File: src/rtl/ray_voxel_face_crossings_core_macros.svh
// Assertion macros shared by the ray/voxel crossing RTL.
// Expects i_clk and i_rst_n in the scope of use; no other dependencies.
`ifndef RAY_VOXEL_FACE_CROSSINGS_CORE_MACROS_SVH
`define RAY_VOXEL_FACE_CROSSINGS_CORE_MACROS_SVH

// same-cycle implication
`define RVFC_ASSERT(lbl, ante, cons, msg) \
    lbl: assert property (@(posedge i_clk) disable iff (!i_rst_n) (ante) |-> (cons)) \
        else $error(msg);

// next-cycle implication
`define RVFC_ASSERT_NEXT(lbl, ante, cons, msg) \
    lbl: assert property (@(posedge i_clk) disable iff (!i_rst_n) (ante) |=> (cons)) \
        else $error(msg);

`endif

File: src/rtl/rvfc_pkg.sv
// Shared constants and helpers for the ray/voxel face crossing core.
// No dependencies.
package rvfc_pkg;

    localparam int MAX_DISTANCE = 16;
    localparam int FRAC_W       = 16;
    localparam int DIST_W       = 21;
    localparam logic [DIST_W-1:0] DIST_MAX  = DIST_W'(MAX_DISTANCE << FRAC_W);
    localparam logic [DIST_W-1:0] CFG_RESET = 21'd327680;

    localparam int ST_W    = 32;
    localparam int CUBE_W  = 16;
    localparam int QUOT_W  = 21;   // quotient bits of every division
    localparam int DVD_W   = 53;   // dividend bits
    localparam int DVS_W   = 32;   // divisor bits
    localparam int EMAG_W  = 21;   // |e| and hit numerators
    localparam int PLANE_W = 18;
    localparam int KCNT_W  = 5;
    localparam int PROD_W  = 64;
    localparam int CMP_W   = 2 * EMAG_W;

    // trunc((v + 1) / 65536) toward zero, saturated to 16 bits
    function automatic logic signed [CUBE_W-1:0] cube_of(input logic signed [34:0] v);
        logic signed [34:0] x;
        logic signed [34:0] r;
        x = v + 35'sd1;
        if (x < 0)
            r = (x + 35'sd65535) >>> FRAC_W;
        else
            r = x >>> FRAC_W;
        if (r > 35'sd32767)
            return 16'sh7fff;
        else if (r < -35'sd32768)
            return 16'sh8000;
        else
            return r[CUBE_W-1:0];
    endfunction

endpackage

File: src/rtl/rvfc_mul.sv
// Shared 32x32 unsigned multiplier with registered product.
// Depends on rvfc_pkg.
module rvfc_mul import rvfc_pkg::*; (
    input  logic              i_clk,
    input  logic [31:0]       i_a,
    input  logic [31:0]       i_b,
    output logic [PROD_W-1:0] o_p
);

    logic [PROD_W-1:0] r_p;

    always_ff @(posedge i_clk) begin
        r_p <= PROD_W'(i_a) * PROD_W'(i_b);
    end

    assign o_p = r_p;

endmodule

File: config.mk
export PLATFORM = sky130hd
export DESIGN_NAME = rvfc_mul
export DESIGN_NICKNAME = d
export VERILOG_FILES = /design/src/rtl/ray_voxel_face_crossings_core_macros.svh /design/src/rtl/rvfc_pkg.sv /design/src/rtl/rvfc_mul.sv
export SDC_FILE = /design/constraint.sdc
export NUM_CORES = 2
export LEC_CHECK = 0
export BUFFER_PORTS_ARGS = -buffer_cell sky130_fd_sc_hd__buf_2
export CAP_MARGIN = 15
export CORE_MARGIN = 2
export CORE_UTILIZATION = 55
export DETAILED_ROUTE_END_ITERATION = 16
export PLACE_DENSITY = 0.86
export SLEW_MARGIN = 40
export SYNTH_ARGS = -nofsm -noshare
export SYNTH_HDL_FRONTEND = slang
export SYNTH_SLANG_ARGS = --single-unit
File: constraint.sdc
create_clock -name i_clk -period 8.64 [get_ports i_clk]
set_input_delay 1.728 -clock i_clk [delete_from_list [all_inputs] [get_ports i_clk]]
set_output_delay 1.728 -clock i_clk [all_outputs]
set_load 0.05 [all_outputs]
==> qor.yml <==
grt_max_degree: 31
critical-path-top-delay-family: "adder cells"
yosysWarningCount: 0
run_status: "finished, final reports clean"
maxCapViolations: 0
die_w_um: 255.1
critPathMaxStageDelay_ns: 0.59
grt_pass1_vias: 29096
hold_viol: 0
final_area_mm2: 0.03815
firstDrtPassIters: 5
synth_top_area_share_pct: 51.73
viasPerCell: 5.535
hold_buffers: 0
synth_edf_count: 0
synth_area_leaders: "fa_1 (52%), and2_1 (11%), ha_1 (9.5%)"
cts-root-buf: "clkbuf_16"
fp.dieH_um: 255.1
yosys.area_share.simple_pct: 17.62
synth_most_common_cell: "fa_1"
crit_start: "i_a[11]"
critPathBufInv: 8
largest_register_ffs: 64
synth_top_family_by_area: "adder cells"
h-tree-depth: 3
cp.depth: 26
area_growth_pct: 10.03
synth.avg_cell_area_um2: 9.252
crit_path_top_delay_cell: "fa_1"
synth_area_mm2: 0.03468
yosys-top-cells-count: "fa_1 (896), inv_1 (865), and2_1 (602), nand2_1 (480), ha_1 (263)"
synth_seq_cells: 64
rsz0062_at_grt: "yes"
dieArea_mm2: 0.06507
gp_congestion: 0.9889
finalMaxSlewViolations: 0
synth_cell_types: 57
synthAdderAreaFrac_pct: 61.22
min_from: "i_a[0]"
synth_xor_area_share_pct: 1.515
cp_common_cell: "fa_1"
crit_arrival_ns: 8.78
end_kind: "register"
wl_per_cell_um: 18.82
cts_tree: "done"
routed_wl_um: 89720
synth.net_count: 4972
finalCriticalPeriod_ns: 8.505
fin_ws_ns: 0.1348
overflow: 0
dpl.hpwl_um: 77270
port_buffers: 128
vias: 26393
critPathLaunchType: "input port"
rows: 92
synth_compound_area_share_pct: 4.153
crit_end: "o_p[62]"
hold-worst-slack_ns: 2.053
drt-initial-drc-count: 1929
path_clk_slew_ns: 0.06
design.portCount: 129
cts.path.max_buffers: 2
yosysTopAreaCell: "fa_1"
drc_errors: 0
place_area_mm2: 0.03766
maxSlewHeadroom_pct: 65.15
async_flop_share_pct: 0
yosysSeqAreaShare_pct: 3.695
drive_gt1_share_pct: 10.82
dp_slack_ns: -0.2531
clock.fmax_mhz: 117.6
core_area_mm2: 0.06274
cts_made_buffers: 9
initial_core_util_pct: 55.27
required_ns: 8.91
finalSetupViolations: 0
drtAntennaViolNets: 0
final_nets: 5138
critPathMaxFanout: 8
synthFlopType: "dfxtp_1"
synthMuxAreaShare_pct: 0.02887
nFillCells: 4807
criticalPathCategory: "input port to register"
track_usage_pct: 28.69
hp-class: "input port to register"
grt_antenna_before_repair: 8
syn_inst: 3748
post-route-period-util_pct: 98.44
clock_sinks: 64
grt_pass1_wl_um: 145400
tightest_slew_ns: 0.5191
-- how the worst min path moves through the flow --
stage	endpoint	slack, ns	cells after the start
floorplan	o_p[0]	1.86	1
global placement	o_p[40]	2.20	1
detailed placement	o_p[12]	2.20	1
CTS	o_p[0]	2.03	3
global route	o_p[0]	2.07	3
finish	o_p[0]	2.05	3
-- stage by stage --
stage | instances | util, % | setup TNS, ns
4_1_cts | 4762 | 60.52 | 0
2_1_floorplan | 3748 | - | 0
5_1_grt | 4768 | 60.82 | -0.02476
3_5_place_dp | 4747 | 60.02 | -2.392
6_report | 4768 | 60.82 | 0
3_3_place_gp | 4747 | 60.02 | -0.9398
-- cell type report --
type                       instances  area [µm²]  share of cell area (%)
multi-input combinational       2599       29430                   77.13
tap                              846        1059                   2.774
sequential                        64        1281                   3.358
antenna                            4       10.01                 0.02623
inverter                         865        3247                   8.510
timing repair buffer             375        2819                   7.388
clock buffer                       9       225.2                  0.5903
clock inverter                     6       85.08                  0.2230
-- cells by family after synthesis --
group / after synthesis
buffers and inverters: 1085
muxes: 1
DFF: 64
AOI/OAI and AO/OA: 202
and+or+nand+nor: 1177
adders and majority gates: 1159
xor gates and xnor gates: 60
-- routing by layer --
metal	wire, µm	global-route usage [%]	vias up
met4	6331	17.46	8
met5	51	0	-
met1	29790	32.05	13493
li1	-	-	11175
met2	46480	50.84	1302
met3	7061	5.360	415
-- cells in the final DEF, fill, tap and decap left out, types with 4 or more instances in the layout --
cell type	instances
clkbuf_4	10
a21oi_2	4
a21o_1	40
o21ai_0	21
a221o_1	4
dfxtp_1	64
inv_1	865
buf_12	22
clkbuf_16	9
a31oi_1	11
nor3_1	6
o21bai_1	10
a21oi_1	61
nand3_1	10
xnor2_1	35
ha_1	261
buf_2	116
fa_2	5
buf_4	222
o21ai_1	5
and2_1	602
nand2_1	480
nor2_1	20
buf_6	5
and3_1	14
fa_1	891
diode_2	4
nand4_1	23
o21a_1	9
xor2_1	25
-- repair_timing --
action	CTS	global route
endpoints found under the setup margin	0	14
resized for setup	0	39
endpoints found under the hold margin	0	0
setup buffers	0	2
Power is not shown: default switching activity piles up to over one toggle a cycle in this logic, so the estimate is an artifact.
