[src/rtl/ray_voxel_face_crossings_core_macros.svh]
// Assertion macros shared by the ray/voxel crossing RTL.
// Expects i_clk and i_rst_n in the scope of use; no other dependencies.
`ifndef RAY_VOXEL_FACE_CROSSINGS_CORE_MACROS_SVH
`define RAY_VOXEL_FACE_CROSSINGS_CORE_MACROS_SVH

// same-cycle implication
`define RVFC_ASSERT(lbl, ante, cons, msg) \
    lbl: assert property (@(posedge i_clk) disable iff (!i_rst_n) (ante) |-> (cons)) \
        else $error(msg);

// next-cycle implication
`define RVFC_ASSERT_NEXT(lbl, ante, cons, msg) \
    lbl: assert property (@(posedge i_clk) disable iff (!i_rst_n) (ante) |=> (cons)) \
        else $error(msg);

`endif

[src/rtl/rvfc_pkg.sv]
// Shared constants and helpers for the ray/voxel face crossing core.
// No dependencies.
package rvfc_pkg;

    localparam int MAX_DISTANCE = 16;
    localparam int FRAC_W       = 16;
    localparam int DIST_W       = 21;
    localparam logic [DIST_W-1:0] DIST_MAX  = DIST_W'(MAX_DISTANCE << FRAC_W);
    localparam logic [DIST_W-1:0] CFG_RESET = 21'd327680;

    localparam int ST_W    = 32;
    localparam int CUBE_W  = 16;
    localparam int QUOT_W  = 21;   // quotient bits of every division
    localparam int DVD_W   = 53;   // dividend bits
    localparam int DVS_W   = 32;   // divisor bits
    localparam int EMAG_W  = 21;   // |e| and hit numerators
    localparam int PLANE_W = 18;
    localparam int KCNT_W  = 5;
    localparam int PROD_W  = 64;
    localparam int CMP_W   = 2 * EMAG_W;

    // trunc((v + 1) / 65536) toward zero, saturated to 16 bits
    function automatic logic signed [CUBE_W-1:0] cube_of(input logic signed [34:0] v);
        logic signed [34:0] x;
        logic signed [34:0] r;
        x = v + 35'sd1;
        if (x < 0)
            r = (x + 35'sd65535) >>> FRAC_W;
        else
            r = x >>> FRAC_W;
        if (r > 35'sd32767)
            return 16'sh7fff;
        else if (r < -35'sd32768)
            return 16'sh8000;
        else
            return r[CUBE_W-1:0];
    endfunction

endpackage

[src/rtl/rvfc_sqrt.sv]
// Bit-serial integer square root of a 64-bit value, two radicand bits per cycle.
// Depends on rvfc_pkg.
module rvfc_sqrt import rvfc_pkg::*; (
    input  logic              i_clk,
    input  logic              i_rst_n,
    input  logic              i_start,
    input  logic [PROD_W-1:0] i_rad,
    output logic              o_done,
    output logic [31:0]       o_root
);

    logic [PROD_W-1:0] r_x;
    logic [PROD_W-1:0] r_res;
    logic [PROD_W-1:0] r_bit;
    logic              r_done;
    logic [PROD_W-1:0] trial;

    assign trial = r_res + r_bit;

    always_ff @(posedge i_clk) begin
        if (!i_rst_n) begin
            r_bit  <= '0;
            r_done <= 1'b0;
        end else begin
            r_done <= 1'b0;
            if (i_start) begin
                r_x   <= i_rad;
                r_res <= '0;
                r_bit <= PROD_W'(1) << (PROD_W - 2);
            end else if (r_bit != '0) begin
                if (r_x >= trial) begin
                    r_x   <= r_x - trial;
                    r_res <= (r_res >> 1) + r_bit;
                end else begin
                    r_res <= r_res >> 1;
                end
                r_bit <= r_bit >> 2;
                if (r_bit == PROD_W'(1))
                    r_done <= 1'b1;
            end
        end
    end

    assign o_done = r_done;
    assign o_root = r_res[31:0];

endmodule

[config.mk]
export PLATFORM = sky130hd
export DESIGN_NAME = rvfc_sqrt
export DESIGN_NICKNAME = d
export VERILOG_FILES = /design/src/rtl/ray_voxel_face_crossings_core_macros.svh /design/src/rtl/rvfc_pkg.sv /design/src/rtl/rvfc_sqrt.sv
export SDC_FILE = /design/constraint.sdc
export NUM_CORES = 1
export LEC_CHECK = 0
export BUFFER_PORTS_ARGS = -buffer_cell sky130_fd_sc_hd__buf_2
export CAP_MARGIN = 0
export CORE_UTILIZATION = 60
export DETAILED_ROUTE_END_ITERATION = 8
export MAX_ROUTING_LAYER = met4
export PLACE_DENSITY = 0.79
export SLEW_MARGIN = 20
export SYNTH_ARGS = -nofsm -noshare
export SYNTH_HDL_FRONTEND = slang
export SYNTH_SLANG_ARGS = --single-unit
export TNS_END_PERCENT = 20
[constraint.sdc]
create_clock -name i_clk -period 20.1 [get_ports i_clk]
set_clock_uncertainty 0.15 [all_clocks]
set_input_delay 2.01 -clock i_clk [delete_from_list [all_inputs] [get_ports i_clk]]
set_output_delay 2.01 -clock i_clk [all_outputs]
set_load 0.05 [all_outputs]
==> flow_summary.json <==
{
  "outcome": "complete, no violations",
  "netlist.area_leader.share_pct": 25.48,
  "synthTopCellsByArea": "edfxtp_1 (25%), ha_1 (11%), xor2_1 (5.3%)",
  "dp.cells": 2113,
  "synthArstFlopShare_pct": 0,
  "rsz0062_at_grt": "false",
  "remaining_drc_errors": 0,
  "r2r_cells": 21,
  "dpl.hpwl_um": 31970,
  "drtAntennaViolNets": 0,
  "area_delta_synth_final_pct": 6.900,
  "cp.arrival_ns": 6.67,
  "yosys-top-cells-count": "nand2_1 (204), nor2_1 (133), ha_1 (130)",
  "seqPwrFrac_pct": 37.9,
  "nNetsFinal": 2006,
  "crit_fanout": 64,
  "powerDensity_mw_per_mm2": 69.99,
  "grt_max_degree": 93,
  "fillers": 2136,
  "clockPowerShare_pct": 29.5,
  "dr.pass1.iters": 5,
  "final_cell_count_no_fill": 2145,
  "synthCells": 1788,
  "avgSynthCellArea_um2": 8.437,
  "clock-sinks": 161,
  "worstHoldStart": "r_bit[0]",
  "holdPathEnd": "o_done",
  "rr_startpoint": "r_res[8]",
  "max_freq_ghz": 0.1483,
  "clock_tree.buffer_depth": 2,
  "synth_area_leader_cell": "edfxtp_1",
  "grt_pass1_wl_um": 67340,
  "setup_viol": 0,
  "drv_slew": 0,
  "min_path_cells": 2,
  "start_util_pct": 61.67,
  "htreeDepth": 4,
  "drive_gt1_share_pct": 10.87,
  "cts-root-buf": "clkbuf_16",
  "fin_hold_ws_ns": 0.3574,
  "worstReg2RegEnd": "r_x[62]",
  "fin_ws_ns": 13.36,
  "max-cap-violations": 0,
  "p_comb_share_pct": 32.7,
  "finalPower_mw": 1.129,
  "synth_flop_cell": "edfxtp_1",
  "tritoncts": "done",
  "hold_violations": 0,
  "tns_ns": 0,
  "relSlewSlack_pct": 32.58,
  "post_drt_wl_per_cell_um": 19.74,
  "r2r_slack_ns": 13.36,
  "vias": 13810,
  "switchingPower_mw": 0.4319,
  "hp-class": "reg -> reg",
  "cp.required_ns": 20.03,
  "start_kind": "flip-flop",
  "grtUsageTotal_pct": 34.02,
  "tightest_slew_ns": 1.011,
  "overflow": 0,
  "via_per_inst": 6.438,
  "clk_latency_ns": 0.45,
  "num_antenna_cells": 0,
  "die_h_um": 160.6,
  "pre_cts_slack_ns": 13.50,
  "cts.clk_slew.worst_paths_ns": 0.08,
  "drtIter0Drc": 1314,
  "hold_buffers": 0,
  "yosysWarnings": 0,
  "p_int_mw": 0.6969,
  "synth_seq_cells": 161,
  "peakVddDrop_uv": 60.09,
  "fin_util_pct": 65.93,
  "numPortBuffers": 99,
  "layout_min_cycle_time_ns": 6.742,
  "placed_area_mm2": 0.01553,
  "wirelength_um": 42340,
  "path_class": "reg -> reg",
  "ioPinCount": 100,
  "netlist_area_mm2": 0.01509,
  "die_x_um": 160.6,
  "design.core.area_mm2": 0.02446,
  "yosysMostFrequentCell": "nand2_1",
  "power_switching_share_pct": 38.26,
  "cts_made_buffers": 17,
  "leakagePower_nw": 6.303,
  "synth-edff-count": 128,
  "yosysSeqAreaShare_pct": 29.86,
  "gp_congestion": 0.9852,
  "finalCritPeriodShare_pct": 33.54,
  "die_area_mm2": 0.02578,
  "cts_setup_buffers": 0,
  "syn_nets": 1986,
  "final_area_mm2": 0.01613,
  "crit_path_end_kind": "flip-flop",
  "synth.distinct_cells": 84,
  "rows": 57,
  "grt_pass1_vias": 12600,
  "cts.repair.resized": 0,
  "antenna_found_initial": 0
}
worst max-delay path by stage:
stage / startpoint / end / slack (ns)
floorplan: i_start / r_x[0] / 7.39
global placement: r_res[8] / r_x[55] / 13.63
detailed placement: r_res[8] / r_x[57] / 13.50
CTS: r_res[8] / r_x[47] / 13.46
global route: r_res[0] / r_x[47] / 12.83
finish: r_res[8] / r_x[62] / 13.36
cell type report:
class                      count  area [um^2]  share of cell area [%]
tap                          324        405.4                   2.514
sequential                   161         4504                   27.93
timing repair buffer         106        554.3                   3.437
clock buffer                  17        425.4                   2.638
clock inverter                15        167.7                   1.040
multi-input combinational   1490         9950                   61.70
inverter                      32        120.1                  0.7448
cell usage in the layout (no fill, tap or decap), types with 6 or more instances in the layout:
cell,netlist,routed
xnor2_1,74,74
o21ai_0,126,126
dfxtp_1,33,33
nor4_1,21,21
mux2i_1,6,6
edfxtp_1,128,128
nor2b_1,26,26
a21boi_0,13,11
a21oi_1,129,129
nor2_1,133,133
and3_1,17,17
nor3_1,33,33
nand3_1,35,35
nor3b_1,6,6
nand2b_1,8,8
o21a_1,10,10
nand2_1,204,204
clkbuf_16,0,17
inv_1,32,32
buf_4,33,7
a211oi_1,21,21
nand4_1,47,47
ha_1,130,130
or3_1,7,7
a21o_1,47,47
o21bai_1,36,36
a31oi_1,52,52
xor2_1,92,92
buf_2,12,98
o31a_1,6,6
o21ai_1,24,24
a31o_2,26,26
and4_1,11,11
o31ai_1,14,14
and2_1,44,44
worst max-delay path, stage by stage, from the launching register on:
cell and delay, ns:
edfxtp_1 0.51, ha_1 0.39, a31oi_1 0.26, o21ai_0 0.14, o21ai_1 0.18, o211ai_1 0.21, a21o_1 0.26, a21oi_1 0.20
a21oi_1 0.16, nand2b_1 0.18, a21o_1 0.19, xnor2_1 0.25, ha_1 0.37, a21o_1 0.21, a21o_1 0.17, a21oi_1 0.18
o221a_2 0.24, o221ai_1 0.15, a2111oi_2 0.53, a21o_1 0.87, a21boi_4 0.09, buf_4 0.40
power groups by stage:
stage	clock network [mW]	logic [mW]	registers, mW
3_5_place_dp	0	0.361	0.433
3_3_place_gp	0	0.355	0.433
6_report	0.333	0.369	0.428
2_1_floorplan	0	0.290	0.421
5_1_grt	0.345	0.404	0.430
4_1_cts	0.335	0.363	0.426
per-layer routing:
layer	GRT usage (%)	wire length, um	vias to the layer above
met4	7.489	634	0
li1	-	-	6693
met1	51.76	20750	6510
met3	4.081	3246	49
met5	-	0	-
met2	47.64	17710	558
logic make-up (layout without fill, tap and decap cells):
kind of cell	after synthesis	in the layout	synth area share (%)
compound gates	571	571	24.74
xor+xnor	166	166	9.638
fa+ha+maj	131	131	10.91
buf+inv	137	170	4.388
flops	161	161	29.86
mux	10	10	0.6967
simple gates	612	612	19.76
flip-flops by register name (all words and copies together) (netlist names):
name and count:
r_x 64, r_res 64, o_done 1, r_bit 32
Note: power is estimated with default switching activity, not from simulation.
