==> config.mk <==
export PLATFORM = sky130hd
export DESIGN_NAME = rvfc_div
export DESIGN_NICKNAME = d
export VERILOG_FILES = /design/src/rtl/ray_voxel_face_crossings_core_macros.svh /design/src/rtl/rvfc_pkg.sv /design/src/rtl/rvfc_div.sv
export SDC_FILE = /design/constraint.sdc
export NUM_CORES = 1
export LEC_CHECK = 0
export BUFFER_PORTS_ARGS = -buffer_cell sky130_fd_sc_hd__buf_2
export CORE_MARGIN = 4
export CORE_UTILIZATION = 35
export CTS_CLUSTER_DIAMETER = 80
export DETAILED_ROUTE_END_ITERATION = 7
export SYNTH_ARGS = -nofsm -noshare
export SYNTH_HDL_FRONTEND = slang
export SYNTH_SLANG_ARGS = --single-unit
export TNS_END_PERCENT = 20
==> constraint.sdc <==
create_clock -name i_clk -period 4.4 [get_ports i_clk]
set_input_delay 0.22 -clock i_clk [delete_from_list [all_inputs] [get_ports i_clk]]
set_output_delay 0.22 -clock i_clk [all_outputs]
set_load 0.05 [all_outputs]
==> src/rtl/ray_voxel_face_crossings_core_macros.svh <==
// Assertion macros shared by the ray/voxel crossing RTL.
// Expects i_clk and i_rst_n in the scope of use; no other dependencies.
`ifndef RAY_VOXEL_FACE_CROSSINGS_CORE_MACROS_SVH
`define RAY_VOXEL_FACE_CROSSINGS_CORE_MACROS_SVH

// same-cycle implication
`define RVFC_ASSERT(lbl, ante, cons, msg) \
    lbl: assert property (@(posedge i_clk) disable iff (!i_rst_n) (ante) |-> (cons)) \
        else $error(msg);

// next-cycle implication
`define RVFC_ASSERT_NEXT(lbl, ante, cons, msg) \
    lbl: assert property (@(posedge i_clk) disable iff (!i_rst_n) (ante) |=> (cons)) \
        else $error(msg);

`endif

==> src/rtl/rvfc_pkg.sv <==
// Shared constants and helpers for the ray/voxel face crossing core.
// No dependencies.
package rvfc_pkg;

    localparam int MAX_DISTANCE = 16;
    localparam int FRAC_W       = 16;
    localparam int DIST_W       = 21;
    localparam logic [DIST_W-1:0] DIST_MAX  = DIST_W'(MAX_DISTANCE << FRAC_W);
    localparam logic [DIST_W-1:0] CFG_RESET = 21'd327680;

    localparam int ST_W    = 32;
    localparam int CUBE_W  = 16;
    localparam int QUOT_W  = 21;   // quotient bits of every division
    localparam int DVD_W   = 53;   // dividend bits
    localparam int DVS_W   = 32;   // divisor bits
    localparam int EMAG_W  = 21;   // |e| and hit numerators
    localparam int PLANE_W = 18;
    localparam int KCNT_W  = 5;
    localparam int PROD_W  = 64;
    localparam int CMP_W   = 2 * EMAG_W;

    // trunc((v + 1) / 65536) toward zero, saturated to 16 bits
    function automatic logic signed [CUBE_W-1:0] cube_of(input logic signed [34:0] v);
        logic signed [34:0] x;
        logic signed [34:0] r;
        x = v + 35'sd1;
        if (x < 0)
            r = (x + 35'sd65535) >>> FRAC_W;
        else
            r = x >>> FRAC_W;
        if (r > 35'sd32767)
            return 16'sh7fff;
        else if (r < -35'sd32768)
            return 16'sh8000;
        else
            return r[CUBE_W-1:0];
    endfunction

endpackage

==> src/rtl/rvfc_div.sv <==
// Restoring radix-2 divider, one quotient bit per cycle, QUOT_W bits.
// Caller guarantees dividend < divisor << QUOT_W. Depends on rvfc_pkg.
module rvfc_div import rvfc_pkg::*; (
    input  logic              i_clk,
    input  logic              i_rst_n,
    input  logic              i_start,
    input  logic [DVD_W-1:0]  i_dividend,
    input  logic [DVS_W-1:0]  i_divisor,
    output logic              o_done,
    output logic [QUOT_W-1:0] o_quot
);

    localparam int CNT_W = $clog2(QUOT_W + 1);

    logic [DVS_W-1:0]  r_rem;
    logic [DVS_W-1:0]  r_dvs;
    logic [QUOT_W-1:0] r_low;
    logic [QUOT_W-1:0] r_quot;
    logic [CNT_W-1:0]  r_cnt;
    logic              r_done;
    logic [DVS_W:0]    shifted;
    logic              qbit;

    assign shifted = {r_rem, r_low[QUOT_W-1]};
    assign qbit    = shifted >= {1'b0, r_dvs};

    always_ff @(posedge i_clk) begin
        if (!i_rst_n) begin
            r_cnt  <= '0;
            r_done <= 1'b0;
        end else begin
            r_done <= 1'b0;
            if (i_start) begin
                r_rem <= i_dividend[DVD_W-1:QUOT_W];
                r_low <= i_dividend[QUOT_W-1:0];
                r_dvs <= i_divisor;
                r_cnt <= CNT_W'(QUOT_W);
            end else if (r_cnt != '0) begin
                r_rem  <= qbit ? DVS_W'(shifted - {1'b0, r_dvs}) : shifted[DVS_W-1:0];
                r_low  <= r_low << 1;
                r_quot <= {r_quot[QUOT_W-2:0], qbit};
                r_cnt  <= r_cnt - CNT_W'(1);
                if (r_cnt == CNT_W'(1))
                    r_done <= 1'b1;
            end
        end
    end

    assign o_done = r_done;
    assign o_quot = r_quot;

endmodule

==> flow_summary_export.csv, run 1 <==
group,metric,value,unit
clock_tree,cts-root-buf,"clkbuf_16",
drt,post_drt_via_cell_ratio,5.04,
global_routing,grt_remaining_overflow,0,
drt,wl,14100,µm
logic_synthesis,netlist_area,6290,µm²
drt,first_iter_violations,349,
clock_tree,cts.repair.resized,0,
critical_path,worstSetupPathType,"reg2reg",
finish,final_area,7400,µm²
timing,fin_tns_setup,0,ns
critical_path,start_kind,"register",
outcome,status,"finished clean",
critical_path,end_kind,"register",
clock_tree,htree_levels,3,
logic_synthesis,async_flop_share,0,%
clock_tree,clk_pin_slew_worst_paths,0.08,ns
logic_synthesis,ys_seq_area_share,52.5,%
placement,place_area,7060,µm²
global_routing,grt_pass1_wl,23000,µm
die,initial_core_util,36.0,%
finish,multi_input_area,2670,µm²
finish,fillers,1683,
critical_path,crit_fanout,3,
timing,max_slew.worst_pin.slew,0.883,ns
drt,ant_nets,0,
logic_synthesis,synth-edff-count,106,
die,core_area,17500,µm²
logic_synthesis,syn_nets,688,
finish,area_growth,17.7,%
power_and_ir_drop,leakagePower,3.08,nW
finish,nets,791,
critical_path,r2r_end,"r_rem[28]",
die,io_pins,110,
global_routing,grt_pass1_vias,4622,
clock_tree,cts_tree,"done",
die,dieArea,20200,µm²
worst_hold_path,hold_class,"in2reg",
global_routing,grt_max_degree,81,
timing,maxSlewViolCount,0,
finish,final_common_cell,"buf_2",
finish,final_cell_mix,"buf_2 (109), edfxtp_1 (106), inv_1 (58), a21oi_1 (58), nor2_1 (41)",
drt,routedWlPerCell,15.8,µm
timing,hold_viol_final,0,
clock_tree,post_cts.repair.setup_buffers,0,
drt,vias,4522,
logic_synthesis,avgSynthCellArea,11.1,µm²
timing,fin_crit_sh,76.9,%
global_routing,antenna_found_initial,0,
timing,clock_skew,0.00956,ns
placement,portBuffers,109,
global_routing,grt_usage,14.3,%
timing,setup_viol,0,
critical_path,arrival,3.50,ns
timing,min_period,3.38,ns
timing,slew_headroom,41.1,%
power_and_ir_drop,p_per_area,464,nW/µm²
clock_tree,clock_latency,0.36,ns
logic_synthesis,syn_inst,564,
worst_hold_path,hold_depth,1,
logic_synthesis,yosysWarnings,0,
clock_tree,hold_buffers,0,
critical_path,worstPathRequired,4.52,ns
timing,fmax,0.296,GHz
timing,rsz0062_at_grt,"false",
logic_synthesis,synth_seq_cells,112,
placement,gp_congestion,0.888,
critical_path,cp-endpoint,"r_rem[28]",
clock_tree,numCtsBuffers,9,
finish,diodes,0,
clock_tree,clock_path_buffers,2,
critical_path,worstSetupStartpoint,"r_low[20]",
run,cap_violations,0,
critical_path,ff2ff_setup_slack,1.02,ns
finish,seqCellArea,3300,µm²
die,die_h,142,µm
die,die_w,142,µm
die,rows,48,
finish,final_util,42.3,%
placement,dp_hpwl,10200,µm
logic_synthesis,yosysUniqueCellTypes,56,
drt,drt_first_pass_iters,4,
power_and_ir_drop,peakVddDrop,0.205,mV
drt,drc,0,
clock_tree,clock_sinks,112,
logic_synthesis,synth_ff_type,"edfxtp_1",
finish,drive_gt1_share,26.6,%
critical_path,reg2reg_from,"r_low[20]",
critical_path,rr_worst_depth,13,
[cell type report]
type	instances	area share, %
Timing Repair Buffer	114	7.88
Tap cell	225	3.80
Clock inverter	7	1.52
Sequential cell	112	44.6
Multi-Input combinational cell	371	36.1
Clock buffer	9	3.04
Inverter	59	2.99
[how the worst min path moves through the flow]
| stage | from | endpoint | slack, ns |
|---|---|---|---|
| 5_1_grt | i_divisor[29] | r_dvs[29] | 0.002 |
| 6_report | i_divisor[5] | r_dvs[5] | 0.03 |
| 3_3_place_gp | i_divisor[13] | r_dvs[13] | 0.40 |
| 2_1_floorplan | i_divisor[0] | r_dvs[0] | 0.32 |
| 4_1_cts | i_divisor[2] | r_dvs[2] | 0.01 |
| 3_5_place_dp | i_divisor[31] | r_dvs[31] | 0.40 |
[worst max-delay path: stages (launching register included)]
cell and delay, ns:
edfxtp_1 0.39, inv_1 0.07, ha_1 0.15, inv_1 0.06, fa_1 0.41, a21o_1 0.22, a221oi_2 0.38, a22o_2 0.24
o211ai_2 0.14, a31oi_1 0.30, o21bai_1 0.13, xor2_1 0.15, mux2_4 0.26, mux2_2 0.25
[cells in the mapped netlist (all sizes together), types with 14 or more instances]
cell      n  share of area [%]
xnor2    14                1.9
nor2     42                2.5
nand2    30                1.8
a211oi   15                1.9
a21oi    63                5.3
edfxtp  106                 51
ha       35                7.0
a21o     17                2.0
o21ai    24                1.9
mux2     32                5.8
xor2     16                2.2
inv      59                3.5
[logic make-up (layout without fill, tap and decap cells)]
kind of cell	count (synthesis)	count (layout)	synth area share, %
simple gates	118	118	8.65
mux	34	34	6.11
xor+xnor	30	30	4.18
flops	112	112	52.5
buf+inv	81	189	5.15
fa+ha+maj	36	36	7.28
compound gates	153	153	16.1
[power breakdown]
part           switching [W]  leakage [nW]  total (W)  internal [W]
sequential         0.0000555          1.06    0.00138       0.00133
combinational       0.000669          1.86    0.00112      0.000454
clock               0.000420         0.161   0.000932      0.000512
[layer usage]
layer | wire (µm) | share of wire (%) | vias to the layer above | GRT usage, %
met5 | 0 | 0 | - | 0
met4 | 229 | 1.6 | 0 | 4.75
met3 | 560 | 4.0 | 14 | 3.66
met2 | 6830 | 48 | 89 | 23.2
met1 | 6520 | 46 | 2165 | 18.8
li1 | - | - | 2254 | -
[metrics by stage]
| stage | cells | hold slack [ns] | worst slack (ns) | total power, W |
|---|---|---|---|---|
| 6_report | 897 | 0.0293 | 1.02 | 0.00344 |
| 5_1_grt | 897 | 0.00247 | 0.822 | 0.00367 |
| 4_1_cts | 897 | 0.0115 | 1.03 | 0.00347 |
| 3_5_place_dp | 881 | 0.398 | 1.05 | 0.00253 |
| 3_3_place_gp | 881 | 0.400 | 1.18 | 0.00251 |
| 2_1_floorplan | 564 | 0.319 | 0.841 | 0.00229 |
[flip-flops by register name, indices dropped and copies added (netlist names)]
register / count
r_low: 21
r_rem: 32
o_done: 1
o_quot: 21
r_dvs: 32
r_cnt: 5
No activity file was read; power rests on OpenSTA's default activity.
==> run 2: changes to the inputs <==
- ABC_AREA: unset -> 1
- clock period: 4.4 -> 3.1 ns (I/O delays scaled with it)
==> run 2 against run 1 <==
Clock power up 31%; global-route usage up 2.0 points; non-clock buffer count up 35; largest cell class unchanged.
==> flow_summary_export.csv, run 2 <==
group,metric,value,unit
logic_synthesis,yosysWarnings,0,
critical_path,worstSetupStartpoint,"r_rem[26]",
logic_synthesis,synth.most_common_cell,"nand2_1",
logic_synthesis,synth_ff_type,"edfxtp_1",
critical_path,reg2reg_from,"r_rem[26]",
placement,gp_congestion,0.924,
global_routing,grt_max_degree,54,
logic_synthesis,yosysUniqueCellTypes,34,
clock_tree,clock_sinks,112,
drt,ant_nets,0,
timing,clock_skew,0.0121,ns
finish,seqCellArea,3300,µm²
global_routing,grt_pass1_vias,6355,
timing,setup_viol,0,
die,die_w,153,µm
critical_path,start_kind,"register",
critical_path,crit_fanout,33,
die,io_pins,110,
timing,min_period,2.59,ns
finish,diodes,0,
clock_tree,htree_levels,3,
placement,portBuffers,109,
power_and_ir_drop,leakagePower,4.54,nW
drt,vias,6250,
clock_tree,clk_pin_slew_worst_paths,0.09,ns
critical_path,worstPathRequired,3.21,ns
finish,multi_input_area,3230,µm²
logic_synthesis,synth_seq_cells,112,
die,rows,52,
logic_synthesis,synth-edff-count,106,
drt,first_iter_violations,272,
run,cap_violations,0,
drt,drt_first_pass_iters,4,
logic_synthesis,syn_inst,968,
finish,final_cell_mix,"nand2_1 (399), inv_1 (168), buf_2 (109), edfxtp_1 (106), nand3_1 (70)",
logic_synthesis,netlist_area,7310,µm²
critical_path,worstSetupPathType,"reg2reg",
drt,drc,0,
die,core_area,20400,µm²
clock_tree,clock_path_buffers,2,
timing,maxSlewViolCount,0,
timing,hold_viol_final,0,
timing,fin_crit_sh,83.7,%
clock_tree,numCtsBuffers,9,
finish,fillers,2141,
power_and_ir_drop,peakVddDrop,0.245,mV
timing,max_slew.worst_pin.slew,0.972,ns
placement,dp_hpwl,14400,µm
finish,final_util,43.1,%
timing,rsz0062_at_grt,"false",
logic_synthesis,synth_area_leaders,"edfxtp_1 (44%), nand2_1 (21%), inv_1 (8.6%)",
logic_synthesis,async_flop_share,0,%
die,initial_core_util,35.9,%
clock_tree,cts-root-buf,"clkbuf_16",
die,dieArea,23300,µm²
logic_synthesis,syn_nets,1092,
timing,fmax,0.386,GHz
finish,final_common_cell,"nand2_1",
finish,nets,1232,
global_routing,grt_usage,16.3,%
power_and_ir_drop,p_per_area,592,nW/µm²
global_routing,grt_pass1_wl,31100,µm
timing,fin_tns_setup,0,ns
finish,top_regs,"r_dvs: 32 flops, r_rem: 32 flops",
global_routing,grt_remaining_overflow,0,
die,die_h,153,µm
drt,post_drt_via_cell_ratio,4.52,
drt,wl,18700,µm
clock_tree,post_cts.repair.setup_buffers,0,
logic_synthesis,synth_top_area_share,43.5,%
logic_synthesis,yosysTopAreaCell,"edfxtp_1",
clock_tree,cts_tree,"done",
finish,drive_gt1_share,13.9,%
global_routing,antenna_found_initial,1,
logic_synthesis,avgSynthCellArea,7.55,µm²
worst_hold_path,min-delay-start,"i_dividend[0]",
clock_tree,clock_latency,0.37,ns
outcome,status,"finished clean",
timing,slew_headroom,35.1,%
critical_path,end_kind,"register",
logic_synthesis,yosys-top-cells-count,"nand2_1 (400), inv_1 (168), edfxtp_1 (106)",
critical_path,arrival,2.71,ns
worst_hold_path,hold_class,"in2reg",
logic_synthesis,ys_seq_area_share,45.2,%
finish,area_growth,20.2,%
drt,routedWlPerCell,13.5,µm
-- run 2: where the power goes --
group / internal, W / switching (W) / leakage (nW)
clock: 0.000587 / 0.000631 / 0.152
sequential: 0.00190 / 0.0000781 / 1.08
combinational: 0.000720 / 0.00128 / 3.31
total: 0.00321 / 0.00199 / 4.54
-- run 2: logic make-up after synthesis --
group / after synthesis / synth area share [%]
flip-flops: 112 / 45.2
AO/OA/AOI/OAI: 30 / 2.23
adder cells (fa/ha/maj): 36 / 6.26
buffers and inverters: 196 / 10.6
AND/OR/NAND/NOR: 578 / 33.8
XOR/XNOR: 16 / 1.92
-- run 2: per-stage QoR --
step / hold WS [ns] / setup slack (ns) / power, W / cells / cell area (µm²)
after floorplan: 0.254 / 0.709 / 0.00351 / 968 / 7310
final: 0.0420 / 0.507 / 0.00520 / 1383 / 8790
after detailed placement: 0.333 / 0.511 / 0.00398 / 1335 / 8150
after global routing: 0.0371 / 0.263 / 0.00563 / 1383 / 8790
after global placement: 0.333 / 0.541 / 0.00397 / 1335 / 8150
after CTS: 0.0262 / 0.494 / 0.00526 / 1383 / 8790
-- run 2: cell type report --
cell class	count	share of cell area, %
clock buffer	9	2.56
timing repair buffer	149	10.7
multi-input combinational	660	36.8
inverter	176	7.52
tap	270	3.84
sequential	112	37.6
clock inverter	7	1.04
-- run 2: final timing paths --
| check | to | slack, ns | cells past startpoint |
|---|---|---|---|
| setup reg to reg | r_rem[24] | 0.51 | 12 |
| hold / removal | r_low[0] | 0.04 | 3 |
| setup / recovery | r_rem[24] | 0.51 | 12 |
| hold reg to reg | o_quot[10] | 0.45 | 0 |
-- run 2: critical path, stage by stage (launching register included) --
cell and delay [ns]:
edfxtp_1 0.42, ha_1 0.40, nand2_1 0.11, nor2_1 0.28, nand3_1 0.11, nor2_1 0.18, nand2_1 0.08, nand2_2 0.08
nor2_4 0.06, nand2_4 0.34, nand2_1 0.12, nand3_1 0.08, nand2_1 0.08
-- run 2: layer usage --
metal,up-vias,share of wire (%),track usage (%)
li1,3314,-,-
met1,2775,50,22.1
met2,134,44,26.4
met3,25,4.6,3.55
met4,2,1.7,4.67
met5,-,0.070,0
-- run 2: timing repair --
action / CTS / global route
resized for setup: 0 / 0
hold buffers: 32 / 0
hold endpoints to repair: 32 / 0
==> run 3: changes to the inputs <==
- ABC_AREA: 1 -> 0
- clock period: 3.1 -> 2.66 ns (I/O delays scaled with it)
==> run 3 against run 2 <==
The run now ends with setup timing left; flip-flop and latch count stayed put; final cell count is 28% lower; first-iteration DRC count is 7.7% higher; routed wire length is 19% lower; global-route usage is 0.93 points lower; non-clock buffer count is 70 higher; die area is 13% lower; highest routed layer is now met4.
==> flow_summary_export.csv, run 3 (synthesis results as in run 1) <==
group,metric,value,unit
outcome,status,"finished, violations left",
outcome,violations,"setup timing",
critical_path,worstPathRequired,2.78,ns
worst_hold_path,min-delay-start,"i_rst_n",
finish,diodes,0,
clock_tree,clock_sinks,112,
finish,drive_gt1_share,35.3,%
finish,fillers,1615,
power_and_ir_drop,leakagePower,3.59,nW
critical_path,rr_worst_depth,14,
global_routing,grt_max_degree,47,
timing,fmax,0.331,GHz
drt,vias,4842,
clock_tree,htree_levels,3,
timing,max_slew.worst_pin.slew,0.473,ns
critical_path,start_kind,"register",
clock_tree,cts-root-buf,"clkbuf_16",
finish,area_growth,34.6,%
timing,slew_headroom,68.5,%
placement,dp_hpwl,11100,µm
critical_path,worstSetupPathType,"reg2reg",
critical_path,crit_fanout,3,
die,dieArea,20200,µm²
die,rows,48,
placement,portBuffers,109,
global_routing,grt_pass1_vias,5076,
drt,ant_nets,0,
placement,dp_slack,-0.574,ns
drt,first_iter_violations,293,
finish,final_util,48.4,%
timing,rsz0062_at_grt,"true",
drt,routedWlPerCell,15.2,µm
worst_hold_path,hold_class,"in2reg",
timing,setup_viol,32,
critical_path,arrival,3.13,ns
worst_hold_path,hold_end,"r_cnt[0]",
worst_hold_path,hold_depth,2,
finish,top_regs,"r_dvs: 32 flops, r_rem: 32 flops",
drt,drt_first_pass_iters,4,
power_and_ir_drop,peakVddDrop,0.387,mV
timing,hold_viol_final,0,
die,core_area,17500,µm²
timing,holdWs,0.0306,ns
global_routing,antenna_found_initial,0,
critical_path,ff2ff_setup_slack,-0.36,ns
global_routing,grt_usage,15.4,%
die,io_pins,110,
clock_tree,numCtsBuffers,9,
die,die_h,142,µm
drt,drc,0,
finish,final_cell_mix,"buf_2 (109), edfxtp_1 (106), buf_4 (72), inv_1 (57), a21oi_1 (54)",
critical_path,worstSetupStartpoint,"r_low[20]",
drt,wl,15200,µm
global_routing,grt_pass1_wl,24900,µm
drt,post_drt_via_cell_ratio,4.83,
finish,seqCellArea,3300,µm²
timing,min_period,3.02,ns
clock_tree,clock_latency,0.36,ns
global_routing,grt_remaining_overflow,0,
critical_path,end_kind,"register",
timing,fin_crit_sh,113,%
clock_tree,clock_path_buffers,2,
finish,final_common_cell,"buf_2",
timing,maxSlewViolCount,0,
die,die_w,142,µm
placement,gp_congestion,0.902,
power_and_ir_drop,p_per_area,722,nW/µm²
critical_path,reg2reg_from,"r_low[20]",
run,cap_violations,0,
die,initial_core_util,36.0,%
clock_tree,clk_pin_slew_worst_paths,0.08,ns
critical_path,r2r_end,"r_rem[28]",
finish,multi_input_area,2860,µm²
finish,nets,896,
clock_tree,cts_tree,"done",
timing,clock_skew,0.00912,ns
timing,setup_slack,-0.358,ns
## run 3: changes by cell type in the layout (fill, tap and decap cells not counted), sizes merged, moves of 10 or more
cell	change
a211oi	+15
a21o	+16
a21oi	+42
buf	+70
inv	-116
mux2	+32
nand2	-376
nand3	-63
nand3b	-26
nor2	-10
o21ai	+19
xor2	+14
## run 3: critical path, stage by stage (launching register included)
cell	delay, ns
edfxtp_1	0.39
inv_1	0.07
ha_2	0.17
inv_2	0.04
fa_2	0.34
a21o_1	0.19
a221oi_2	0.21
buf_4	0.17
a22o_4	0.13
o211ai_4	0.12
a31oi_4	0.20
o21bai_1	0.09
xor2_1	0.14
mux2_4	0.25
mux2_2	0.25
## run 3: worst max-delay path by stage
stage / to / cells past startpoint
2_1_floorplan: r_rem[28] / 13
5_1_grt: r_rem[28] / 14
3_5_place_dp: r_rem[26] / 14
6_report: r_rem[28] / 14
4_1_cts: r_rem[28] / 14
3_3_place_gp: r_rem[28] / 14
## run 3: what timing repair did
action,CTS,global route
gates resized for setup,27,18
setup endpoints to repair,32,32
setup buffers,1,1
hold buffers,32,0
hold endpoints to repair,32,0
pin swaps,15,3
## run 3: area by class of cell
type                    instances  share of cell area, %
flip-flops and latches        112                   39.0
clock inverters                 5                  0.665
clock buffers                  11                   2.75
well taps                     225                   3.33
multi-input cells             371                   33.7
repair buffers                219                   17.9
inverters                      59                   2.62
## run 3: layer usage
layer | vias up | track usage (%) | wire length, µm
li1 | 2465 | - | -
met1 | 2283 | 19.4 | 6780
met2 | 80 | 26.5 | 7660
met3 | 14 | 2.96 | 530
met4 | 0 | 5.05 | 237
met5 | - | 0 | 0
## run 3: per-stage QoR
stage               power [W]  TNS (ns)  cells  area [µm²]
finish                0.00611     -4.71   1002        8460
global route          0.00650    -10.26   1002        8460
CTS                   0.00607     -4.67   1001        8360
detailed placement    0.00453     -8.48    952        7630
global placement      0.00449     -6.57    952        7630
floorplan             0.00378     -2.75    564        6290
## run 3: report_power, final
| group | internal, W | switching (W) |
|---|---|---|
| clock | 0.000733 | 0.000648 |
| sequential | 0.00220 | 0.0000962 |
| combinational | 0.00114 | 0.00130 |
| total | 0.00407 | 0.00204 |
